`src/design/dpht_pkg.sv`:
```
`default_nettype none
package dpht_pkg;

  localparam int SLOTS      = 64;
  localparam int SLOT_W     = $clog2(SLOTS);
  localparam int CNT_W      = SLOT_W + 1;
  localparam int USED_W     = 7;
  localparam int LOAD_LIMIT = (SLOTS * 3) / 4;

  localparam int PAGE_W     = 32;
  localparam int FP_W       = 33;
  localparam int STATUS_W   = 3;
  localparam int SLOT_OUT_W = 6;
  localparam int KIND_W     = 2;
  localparam int ADDR_W     = 4;
  localparam int DATA_W     = 64;
  localparam int REG_IDX_W  = ADDR_W - 3;

  localparam logic [REG_IDX_W-1:0] REG_FILE_PAGES = '0;

  localparam logic [KIND_W-1:0] KIND_MODIFY = 2'd0;
  localparam logic [KIND_W-1:0] KIND_COMMIT = 2'd1;
  localparam logic [KIND_W-1:0] KIND_CLOSE  = 2'd2;

  localparam logic [STATUS_W-1:0] ST_HIT    = 3'd0;
  localparam logic [STATUS_W-1:0] ST_NEW    = 3'd1;
  localparam logic [STATUS_W-1:0] ST_RANGE  = 3'd2;
  localparam logic [STATUS_W-1:0] ST_FULL   = 3'd3;
  localparam logic [STATUS_W-1:0] ST_FLUSH  = 3'd4;
  localparam logic [STATUS_W-1:0] ST_EMPTY  = 3'd5;
  localparam logic [STATUS_W-1:0] ST_CLOSED = 3'd6;

  typedef enum logic [2:0] {
    RES_HIT,
    RES_DECIDE,
    RES_FLUSH,
    RES_EMPTY,
    RES_CLOSED
  } res_sel_t;

  typedef struct packed {
    logic     load_in;
    logic     home_sel;
    logic     step;
    logic     mark_empty;
    logic     load_out;
    res_sel_t res_sel;
    logic     clear;
  } dp_cmd_t;

  typedef struct packed {
    logic cur_valid;
    logic cnt_done;
    logic page_match;
    logic any_valid;
    logic last_valid;
    logic out_free;
  } dp_sts_t;

endpackage
`default_nettype wire

```
`src/design/dpht_ctrl.sv`:
```
`default_nettype none
module dpht_ctrl
  import dpht_pkg::*;
(
  input  wire logic              clk,
  input  wire logic              rst_n,
  input  wire logic              in_valid,
  input  wire logic [KIND_W-1:0] in_kind,
  output logic                   in_ready,
  input  wire dp_sts_t           sts,
  output dp_cmd_t                cmd
);

  typedef enum logic [2:0] {
    S_IDLE,
    S_PROBE,
    S_CMP,
    S_EMIT,
    S_SCAN,
    S_CEMIT
  } state_t;

  state_t   state_r, state_nxt;
  res_sel_t sel_r, sel_nxt;

  assign in_ready = (state_r == S_IDLE);

  always_comb begin
    state_nxt = state_r;
    sel_nxt   = sel_r;
    cmd       = '0;
    cmd.res_sel = sel_r;
    case (state_r)
      S_IDLE: begin
        if (in_valid) begin
          cmd.load_in  = 1'b1;
          cmd.home_sel = (in_kind == KIND_MODIFY);
          case (in_kind)
            KIND_MODIFY: state_nxt = S_PROBE;
            KIND_COMMIT: begin
              if (sts.any_valid) begin
                state_nxt = S_SCAN;
              end else begin
                sel_nxt   = RES_EMPTY;
                state_nxt = S_EMIT;
              end
            end
            KIND_CLOSE: begin
              sel_nxt   = RES_CLOSED;
              state_nxt = S_EMIT;
            end
            default: state_nxt = S_IDLE;
          endcase
        end
      end
      S_PROBE: begin
        // slot data for idx is read this cycle, compared in S_CMP
        if (sts.cnt_done) begin
          sel_nxt   = RES_DECIDE;
          state_nxt = S_EMIT;
        end else if (!sts.cur_valid) begin
          cmd.mark_empty = 1'b1;
          sel_nxt        = RES_DECIDE;
          state_nxt      = S_EMIT;
        end else begin
          state_nxt = S_CMP;
        end
      end
      S_CMP: begin
        if (sts.page_match) begin
          sel_nxt   = RES_HIT;
          state_nxt = S_EMIT;
        end else begin
          cmd.step  = 1'b1;
          state_nxt = S_PROBE;
        end
      end
      S_EMIT: begin
        if (sts.out_free) begin
          cmd.load_out = 1'b1;
          cmd.clear    = (sel_r == RES_EMPTY) || (sel_r == RES_CLOSED);
          state_nxt    = S_IDLE;
        end
      end
      S_SCAN: begin
        if (sts.cur_valid) begin
          state_nxt = S_CEMIT;
        end else begin
          cmd.step = 1'b1;
        end
      end
      S_CEMIT: begin
        cmd.res_sel = RES_FLUSH;
        if (sts.out_free) begin
          cmd.load_out = 1'b1;
          if (sts.last_valid) begin
            cmd.clear = 1'b1;
            state_nxt = S_IDLE;
          end else begin
            cmd.step  = 1'b1;
            state_nxt = S_SCAN;
          end
        end
      end
      default: state_nxt = S_IDLE;
    endcase
  end

  always_ff @(posedge clk) begin
    if (!rst_n) begin
      state_r <= S_IDLE;
      sel_r   <= RES_HIT;
    end else begin
      state_r <= state_nxt;
      sel_r   <= sel_nxt;
    end
  end

endmodule
`default_nettype wire

```
`src/design/dpht_dp.sv`:
```
`default_nettype none
module dpht_dp
  import dpht_pkg::*;
(
  input  wire logic                  clk,
  input  wire logic                  rst_n,
  input  wire logic [PAGE_W-1:0]     in_page_number,
  input  wire logic [FP_W-1:0]       file_pages,
  input  wire dp_cmd_t               cmd,
  output dp_sts_t                    sts,
  output logic                       out_valid,
  input  wire logic                  out_ready,
  output logic [STATUS_W-1:0]        out_status,
  output logic [PAGE_W-1:0]          out_page_out,
  output logic [SLOT_OUT_W-1:0]      out_slot,
  output logic                       out_last
);

  logic [SLOTS-1:0]    valid_r;
  logic [PAGE_W-1:0]   page_mem [SLOTS];
  logic [PAGE_W-1:0]   rd_data_r;
  logic [PAGE_W-1:0]   page_r;
  logic [SLOT_W-1:0]   idx_r;
  logic [CNT_W-1:0]    cnt_r;
  logic                empty_found_r;
  logic [SLOT_W-1:0]   empty_idx_r;
  logic [USED_W-1:0]   used_r;

  logic                out_valid_r;
  logic [STATUS_W-1:0] out_status_r, out_status_nxt;
  logic [PAGE_W-1:0]   out_page_r, out_page_nxt;
  logic [SLOT_OUT_W-1:0] out_slot_r, out_slot_nxt;
  logic                out_last_r, out_last_nxt;

  logic                in_range;
  logic                room;
  logic                dec_new;
  logic                wr_new;

  assign in_range = ({1'b0, page_r} < file_pages);
  assign room     = (({1'b0, used_r} + 8'd1) < 8'(LOAD_LIMIT));
  assign dec_new  = in_range && empty_found_r && room;
  assign wr_new   = cmd.load_out && (cmd.res_sel == RES_DECIDE) && dec_new;

  assign sts.cur_valid  = valid_r[idx_r];
  assign sts.cnt_done   = (cnt_r == CNT_W'(SLOTS));
  assign sts.page_match = (rd_data_r == page_r);
  assign sts.any_valid  = |valid_r;
  // nothing valid above the current slot
  assign sts.last_valid = ((valid_r >> idx_r) >> 1) == '0;
  assign sts.out_free   = !out_valid_r || out_ready;

  always_comb begin
    out_status_nxt = ST_HIT;
    out_page_nxt   = page_r;
    out_slot_nxt   = SLOT_OUT_W'(idx_r);
    out_last_nxt   = 1'b1;
    case (cmd.res_sel)
      RES_HIT: begin
        out_status_nxt = ST_HIT;
      end
      RES_DECIDE: begin
        if (!in_range) begin
          out_status_nxt = ST_RANGE;
          out_slot_nxt   = '0;
        end else if (dec_new) begin
          out_status_nxt = ST_NEW;
          out_slot_nxt   = SLOT_OUT_W'(empty_idx_r);
        end else begin
          out_status_nxt = ST_FULL;
          out_slot_nxt   = '0;
        end
      end
      RES_FLUSH: begin
        out_status_nxt = ST_FLUSH;
        out_page_nxt   = rd_data_r;
        out_last_nxt   = sts.last_valid;
      end
      RES_EMPTY: begin
        out_status_nxt = ST_EMPTY;
        out_page_nxt   = '0;
        out_slot_nxt   = '0;
      end
      RES_CLOSED: begin
        out_status_nxt = ST_CLOSED;
        out_page_nxt   = '0;
        out_slot_nxt   = '0;
      end
      default: begin
        out_status_nxt = ST_HIT;
      end
    endcase
  end

  always_ff @(posedge clk) begin
    if (wr_new) begin
      page_mem[empty_idx_r] <= page_r;
    end
    rd_data_r <= page_mem[idx_r];
  end

  always_ff @(posedge clk) begin
    if (!rst_n) begin
      valid_r     <= '0;
      used_r      <= '0;
      out_valid_r <= 1'b0;
    end else begin
      if (cmd.clear) begin
        valid_r <= '0;
        used_r  <= '0;
      end else if (wr_new) begin
        valid_r[empty_idx_r] <= 1'b1;
        used_r               <= used_r + 1'b1;
      end
      if (cmd.load_out) begin
        out_valid_r <= 1'b1;
      end else if (out_ready) begin
        out_valid_r <= 1'b0;
      end
    end
  end

  always_ff @(posedge clk) begin
    if (cmd.load_in) begin
      page_r        <= in_page_number;
      idx_r         <= cmd.home_sel ? in_page_number[SLOT_W-1:0] : '0;
      cnt_r         <= '0;
      empty_found_r <= 1'b0;
    end else if (cmd.step) begin
      idx_r <= idx_r + 1'b1;
      cnt_r <= cnt_r + 1'b1;
    end
    if (cmd.mark_empty) begin
      empty_found_r <= 1'b1;
      empty_idx_r   <= idx_r;
    end
    if (cmd.load_out) begin
      out_status_r <= out_status_nxt;
      out_page_r   <= out_page_nxt;
      out_slot_r   <= out_slot_nxt;
      out_last_r   <= out_last_nxt;
    end
  end

  assign out_valid    = out_valid_r;
  assign out_status   = out_status_r;
  assign out_page_out = out_page_r;
  assign out_slot     = out_slot_r;
  assign out_last     = out_last_r;

endmodule
`default_nettype wire

```
`src/design/dirty_page_hash_table.sv`:
```
// Channel   Handshake          Payload
// in        in_valid/in_ready  in_kind, in_page_number
// out       out_valid/out_ready out_status, out_page_out, out_slot, out_last
// config    psel/penable/pready paddr, pwrite, pwdata, prdata (file_pages at 0x0)
//
// Modify: each occupied slot probed takes a slot RAM read, then a compare; the empty slot
// ends a miss. Commit: scans the slots up to the highest held one and sends one result per
// flushed page; an empty commit and a close send a single result.
// Reset clears the slot valid flops at once; no clearing pass of the page RAM.
// One item in flight; a stalled out channel holds the controller in its emit state.
`default_nettype none
module dirty_page_hash_table
  import dpht_pkg::*;
(
  input  wire logic                  clk,
  input  wire logic                  rst_n,
  input  wire logic                  in_valid,
  output logic                       in_ready,
  input  wire logic [KIND_W-1:0]     in_kind,
  input  wire logic [PAGE_W-1:0]     in_page_number,
  output logic                       out_valid,
  input  wire logic                  out_ready,
  output logic [STATUS_W-1:0]        out_status,
  output logic [PAGE_W-1:0]          out_page_out,
  output logic [SLOT_OUT_W-1:0]      out_slot,
  output logic                       out_last,
  input  wire logic                  psel,
  input  wire logic                  penable,
  input  wire logic                  pwrite,
  input  wire logic [ADDR_W-1:0]     paddr,
  input  wire logic [DATA_W-1:0]     pwdata,
  output logic [DATA_W-1:0]          prdata,
  output logic                       pready
);

  dp_cmd_t         cmd;
  dp_sts_t         sts;
  logic [FP_W-1:0] file_pages_r;
  logic            reg_sel;

  assign pready  = 1'b1;
  assign reg_sel = (paddr[ADDR_W-1:3] == REG_FILE_PAGES);
  assign prdata  = reg_sel ? DATA_W'(file_pages_r) : '0;

  always_ff @(posedge clk) begin
    if (!rst_n) begin
      file_pages_r <= '0;
    end else if (psel && penable && pwrite && reg_sel) begin
      file_pages_r <= pwdata[FP_W-1:0];
    end
  end

  dpht_ctrl u_ctrl (
    .clk      (clk),
    .rst_n    (rst_n),
    .in_valid (in_valid),
    .in_kind  (in_kind),
    .in_ready (in_ready),
    .sts      (sts),
    .cmd      (cmd)
  );

  dpht_dp u_dp (
    .clk            (clk),
    .rst_n          (rst_n),
    .in_page_number (in_page_number),
    .file_pages     (file_pages_r),
    .cmd            (cmd),
    .sts            (sts),
    .out_valid      (out_valid),
    .out_ready      (out_ready),
    .out_status     (out_status),
    .out_page_out   (out_page_out),
    .out_slot       (out_slot),
    .out_last       (out_last)
  );

`ifndef SYNTHESIS
  a_new_in_range: assert property (@(posedge clk) disable iff (!rst_n)
    (out_valid && out_status == ST_NEW) |-> ({1'b0, out_page_out} < file_pages_r))
    else $error("new entry for a page beyond the file");

  a_busy_after_in: assert property (@(posedge clk) disable iff (!rst_n)
    (in_valid && in_ready && (in_kind == KIND_MODIFY || in_kind == KIND_COMMIT ||
     in_kind == KIND_CLOSE)) |=> !in_ready)
    else $error("controller took a transfer but stayed idle");

  a_load_free: assert property (@(posedge clk) disable iff (!rst_n)
    cmd.load_out |-> sts.out_free)
    else $error("result register overwritten while held");

  a_single_last: assert property (@(posedge clk) disable iff (!rst_n)
    (out_valid && out_status != ST_FLUSH) |-> out_last)
    else $error("single result without last");
`endif

endmodule
`default_nettype wire

```
`config.mk`:
```
export PLATFORM = sky130hd
export DESIGN_NAME = dirty_page_hash_table
export DESIGN_NICKNAME = d
export VERILOG_FILES = /design/src/design/dpht_pkg.sv /design/src/design/dpht_ctrl.sv /design/src/design/dpht_dp.sv /design/src/design/dirty_page_hash_table.sv
export SDC_FILE = /design/constraint.sdc
export NUM_CORES = 2
export LEC_CHECK = 0
export BUFFER_PORTS_ARGS = -buffer_cell sky130_fd_sc_hd__buf_2
export CELL_PAD_IN_SITES_DETAIL_PLACEMENT = 0
export CELL_PAD_IN_SITES_GLOBAL_PLACEMENT = 1
export CORE_MARGIN = 8
export CORE_UTILIZATION = 25
export DETAILED_ROUTE_END_ITERATION = 10
export PLACE_DENSITY = 0.46
export SETUP_SLACK_MARGIN = 0.5
export SLEW_MARGIN = 20
export SYNTH_ARGS = -nofsm -noshare
export SYNTH_HDL_FRONTEND = slang
export SYNTH_HIERARCHICAL = 1
export SYNTH_SLANG_ARGS = --single-unit
```
`constraint.sdc`:
```
create_clock -name clk -period 21.2 [get_ports clk]
set_clock_uncertainty 0.1 [all_clocks]
set_input_delay 6.36 -clock clk [delete_from_list [all_inputs] [get_ports clk]]
set_output_delay 6.36 -clock clk [all_outputs]
set_load 0.05 [all_outputs]
```
==> implementation parameters <==
Parameter                              Value

Status
  Outcome    complete, no violations

Pwr
  Static leakage    around 33 nW
  Power density of the placed cells    125 mW/mm²
  IR Drop Worst-Case VDD    0.0825 mV

Route
  Number of detailed-routing iterations run before antenna repair    7
  Post-detailed-route wirelength per cell    29.8 µm
  Final antenna-violating net count    0
  Iter 0 DRT Violations    around 4400
  Total detailed-routing wirelength    about 290 mm
  Vias    around 46000
  Per-cell via count in the routed design    ~4.7
  Residual DRC count    0

Clocking
  Clk root buf    sky130_fd_sc_hd__clkbuf_16
  Number of buffers inserted during clock tree synthesis    about 250
  Clock sink count    about 2300
  Number of hold buffers added after CTS    0
  H-tree Lvls    4
  Clk pin slew, worst setup/hold paths    ~0.06 ns
  Clock tree from TritonCTS    done
  Bufs on Longest Clock Path    4
  Clock latency on the worst-skew pair    ~0.9 ns
  Post-cts resize count    0
  Total setup buffers inserted after CTS    0

STA
  Crit share post-route    65.1%
  Final Setup Violations    0
  Setup tns final    0 ns
  Time the worst path needs with I/O delays and setup    13.80 ns
  Final number of hold-violating endpoints    0
  Max-Slew Margin vs Limit    25.1%
  Number of pins with negative max-slew slack in the final report    0
  Slack of the critical path    around 7.4 ns
  Setup repair after global routing missed its margin    false
  Maximum clock rate    roughly 72 MHz
  Hold Worst Slack    approximately 0.36 ns
  Tightest Pin Transition    1.12 ns

Placed design
  Half-perimeter wire length after placement    about 170 mm
  Pre-CTS worst setup slack    a little over 7 ns
  Placer Congestion    about 0.76
  Buffers added on ports    151

Yosys
  Combined area of all synthesized cells    ~0.091 mm²
  Post-synthesis area per instance    21.3 µm²
  Prevailing post-synth register cell    sky130_fd_sc_hd__edfxtp_1
  Number of distinct library cells after synthesis    about 90
  Top post-synthesis cells by area    sky130_fd_sc_hd__edfxtp_1 (70%), sky130_fd_sc_hd__mux4_2 (17%), sky130_fd_sc_hd__dfxtp_1 (3.3%), sky130_fd_sc_hd__mux2i_1 (0.81%), sky130_fd_sc_hd__a22o_1 (0.63%)
  Cell accounting for the most synthesized area    sky130_fd_sc_hd__edfxtp_1
  Proportion of register bits with asynchronous set or reset after synthesis    0%
  Number of synthesized register bits    ~2300
  Number of synthesized flops with an enable pin    around 2100
  Yosys top cell area share    70.2%
  Number of warning messages in the yosys log    6
  Sequential cell area fraction in the yosys report    73.5%
  Cells after Synth    ~4300

Floorplan
  DIE AREA    around 0.38 mm²
  Starting Density    between 20% and 30%
  Width of the die    between 600 and 700 µm
  Area of the placeable core    ~0.36 mm²
  Die Height    620 µm
  Core Rows    222
  I/O Pins    ~220

Worst setup path
  Critical path startpoint category    input pin
  Worst endpoint required time    14.74 ns
  Worst path arrival time    about 7.3 ns
  Critical Path Fanout Max    34
  Critical path type    in2out
  CP endpoint kind    output port

Cells and area
  Commonest cells after routing, fill and taps aside    sky130_fd_sc_hd__edfxtp_1 (2134), sky130_fd_sc_hd__mux4_2 (699), sky130_fd_sc_hd__clkbuf_16 (250)
  Layout net count    4781
  FILL cells    roughly 36000
  Area growth from synthesis to final layout    16.3%
  Proportion of layout cells with a drive suffix above 1    between 30% and 40%
  Most common library cell in the layout ignoring fill and taps    sky130_fd_sc_hd__edfxtp_1
  Final Core Density    between 20% and 30%
  Multi-input combinational cell area    0.0231 mm²
  Register Area    ~0.067 mm²

GRT
  Aggregate global-route resource usage    roughly 15%
  Largest net degree at the start of global routing    110
  Grt total ovfl    0
  Initial antenna violation count    around 40
  Via count of the first global-routing pass    between 40000 and 50000
  Wire length of the first global-routing pass    396 mm

Hold path
  Min-Delay Path Class    reg2reg

Job
  Max-cap violation count    0
==> path summary, 6_finish.rpt <==
| path | startpoint | end | slack (ns) | depth (start not counted) |
|---|---|---|---|---|
| min | u_dp/empty_found_r$_SDFFE_PP1P_ | u_dp/empty_found_r$_SDFFE_PP1P_ | 0.36 | 1 |
| max reg2reg | u_dp/idx_r[0]$_DFFE_PP_ | u_dp/valid_r[41]$_SDFFE_PP0P_ | 13.76 | 15 |
| max | paddr[3] | prdata[0] | 7.40 | 3 |
| min reg2reg | u_dp/empty_found_r$_SDFFE_PP1P_ | u_dp/empty_found_r$_SDFFE_PP1P_ | 0.36 | 1 |
==> Yosys cell counts (7+ instances only) <==
library cell                count
sky130_fd_sc_hd__a2111oi_0      9
sky130_fd_sc_hd__a211oi_1      20
sky130_fd_sc_hd__a21o_1        16
sky130_fd_sc_hd__a21oi_1       43
sky130_fd_sc_hd__a22o_1        66
sky130_fd_sc_hd__a32o_1        40
sky130_fd_sc_hd__and2_1        13
sky130_fd_sc_hd__buf_1         22
sky130_fd_sc_hd__buf_2         67
sky130_fd_sc_hd__buf_4         42
sky130_fd_sc_hd__buf_6         10
sky130_fd_sc_hd__clkbuf_1     141
sky130_fd_sc_hd__dfxtp_1      151
sky130_fd_sc_hd__edfxtp_1    2134
sky130_fd_sc_hd__ha_1          35
sky130_fd_sc_hd__inv_1         50
sky130_fd_sc_hd__mux2_2         8
sky130_fd_sc_hd__mux2i_1       74
sky130_fd_sc_hd__mux4_2       699
sky130_fd_sc_hd__nand2_1      119
sky130_fd_sc_hd__nand2b_1      20
sky130_fd_sc_hd__nand3_1       13
sky130_fd_sc_hd__nand4_1       18
sky130_fd_sc_hd__nor2_1        64
sky130_fd_sc_hd__nor2b_1       55
sky130_fd_sc_hd__nor3_1        86
sky130_fd_sc_hd__nor3b_1        9
sky130_fd_sc_hd__nor4_1        33
sky130_fd_sc_hd__o21ai_0       29
sky130_fd_sc_hd__o22ai_1        7
sky130_fd_sc_hd__or2_2          9
sky130_fd_sc_hd__or4_1          7
sky130_fd_sc_hd__xnor2_1        7
sky130_fd_sc_hd__xor2_1        36
==> report_power, final <==
| group | total (mW) | switching (mW) | internal [mW] |
|---|---|---|---|
| sequential | 5.31 | 0.116 | 5.19 |
| combinational | 3.92 | 2.33 | 1.59 |
| clock | 4.07 | 1.78 | 2.29 |
| total | 13.3 | 4.22 | 9.07 |
==> logic make-up (layout without fill, tap and decap cells) <==
| kind of cell | after synthesis | in the layout | synth area share [%] |
|---|---|---|---|
| AOI/OAI and AO/OA | 321 | 321 | 2.75 |
| xor gates and xnor gates | 43 | 43 | 0.412 |
| adders and majority gates | 36 | 36 | 0.491 |
| buffers and inverters | 338 | 849 | 1.79 |
| DFF | 2285 | 2285 | 73.5 |
| muxes | 788 | 788 | 18.3 |
| other | 2 | 40 | 0.00822 |
| and+or+nand+nor | 484 | 484 | 2.77 |
==> area by class of cell <==
class                   instances  area share (%)
clock buffers                 315            6.15
inverters                      53           0.196
multi-input cells            1704            21.7
well taps                    4816            5.67
flip-flops and latches       2285            63.2
clock inverters               135           0.889
repair buffers                346            2.16
diodes                          8          0.0188
==> metrics by stage <==
| step | cells | total power [mW] | instance area (µm²) |
|---|---|---|---|
| 5_1_grt | 9657 | 13.8 | 106000 |
| 3_3_place_gp | 9204 | 9.37 | 98700 |
| 4_1_cts | 9654 | 13.5 | 106000 |
| 2_1_floorplan | 4327 | 7.85 | 91400 |
| 6_report | 9662 | 13.3 | 106000 |
| 3_5_place_dp | 9204 | 9.38 | 98700 |
==> state kept, by name, indices dropped and copies added (netlist names), 6 cells and up <==
signal             cells
u_dp/page_r           32
u_dp/valid_r          64
u_dp/used_r            7
u_dp/idx_r             6
u_dp/empty_idx_r       6
u_dp/out_page_out     32
u_dp/cnt_r             7
file_pages_r          33
u_dp/rd_data_r        32
u_dp/page_mem       2048
u_dp/out_slot          6
==> per-layer routing <==
layer / wire length, µm / vias up / GRT usage, %
met4: 4590 / 2 / 2.50
met2: 136000 / 1365 / 23.7
met1: 128000 / 25300 / 20.5
li1: - / 18900 / -
met5: 13 / - / 0
met3: 19800 / 313 / 3.24
==> critical path: stages <==
cell,delay (ns)
sky130_fd_sc_hd__buf_2,0.47
sky130_fd_sc_hd__and2b_2,0.29
sky130_fd_sc_hd__buf_2,0.21
Power figures use the tool's default switching activity.
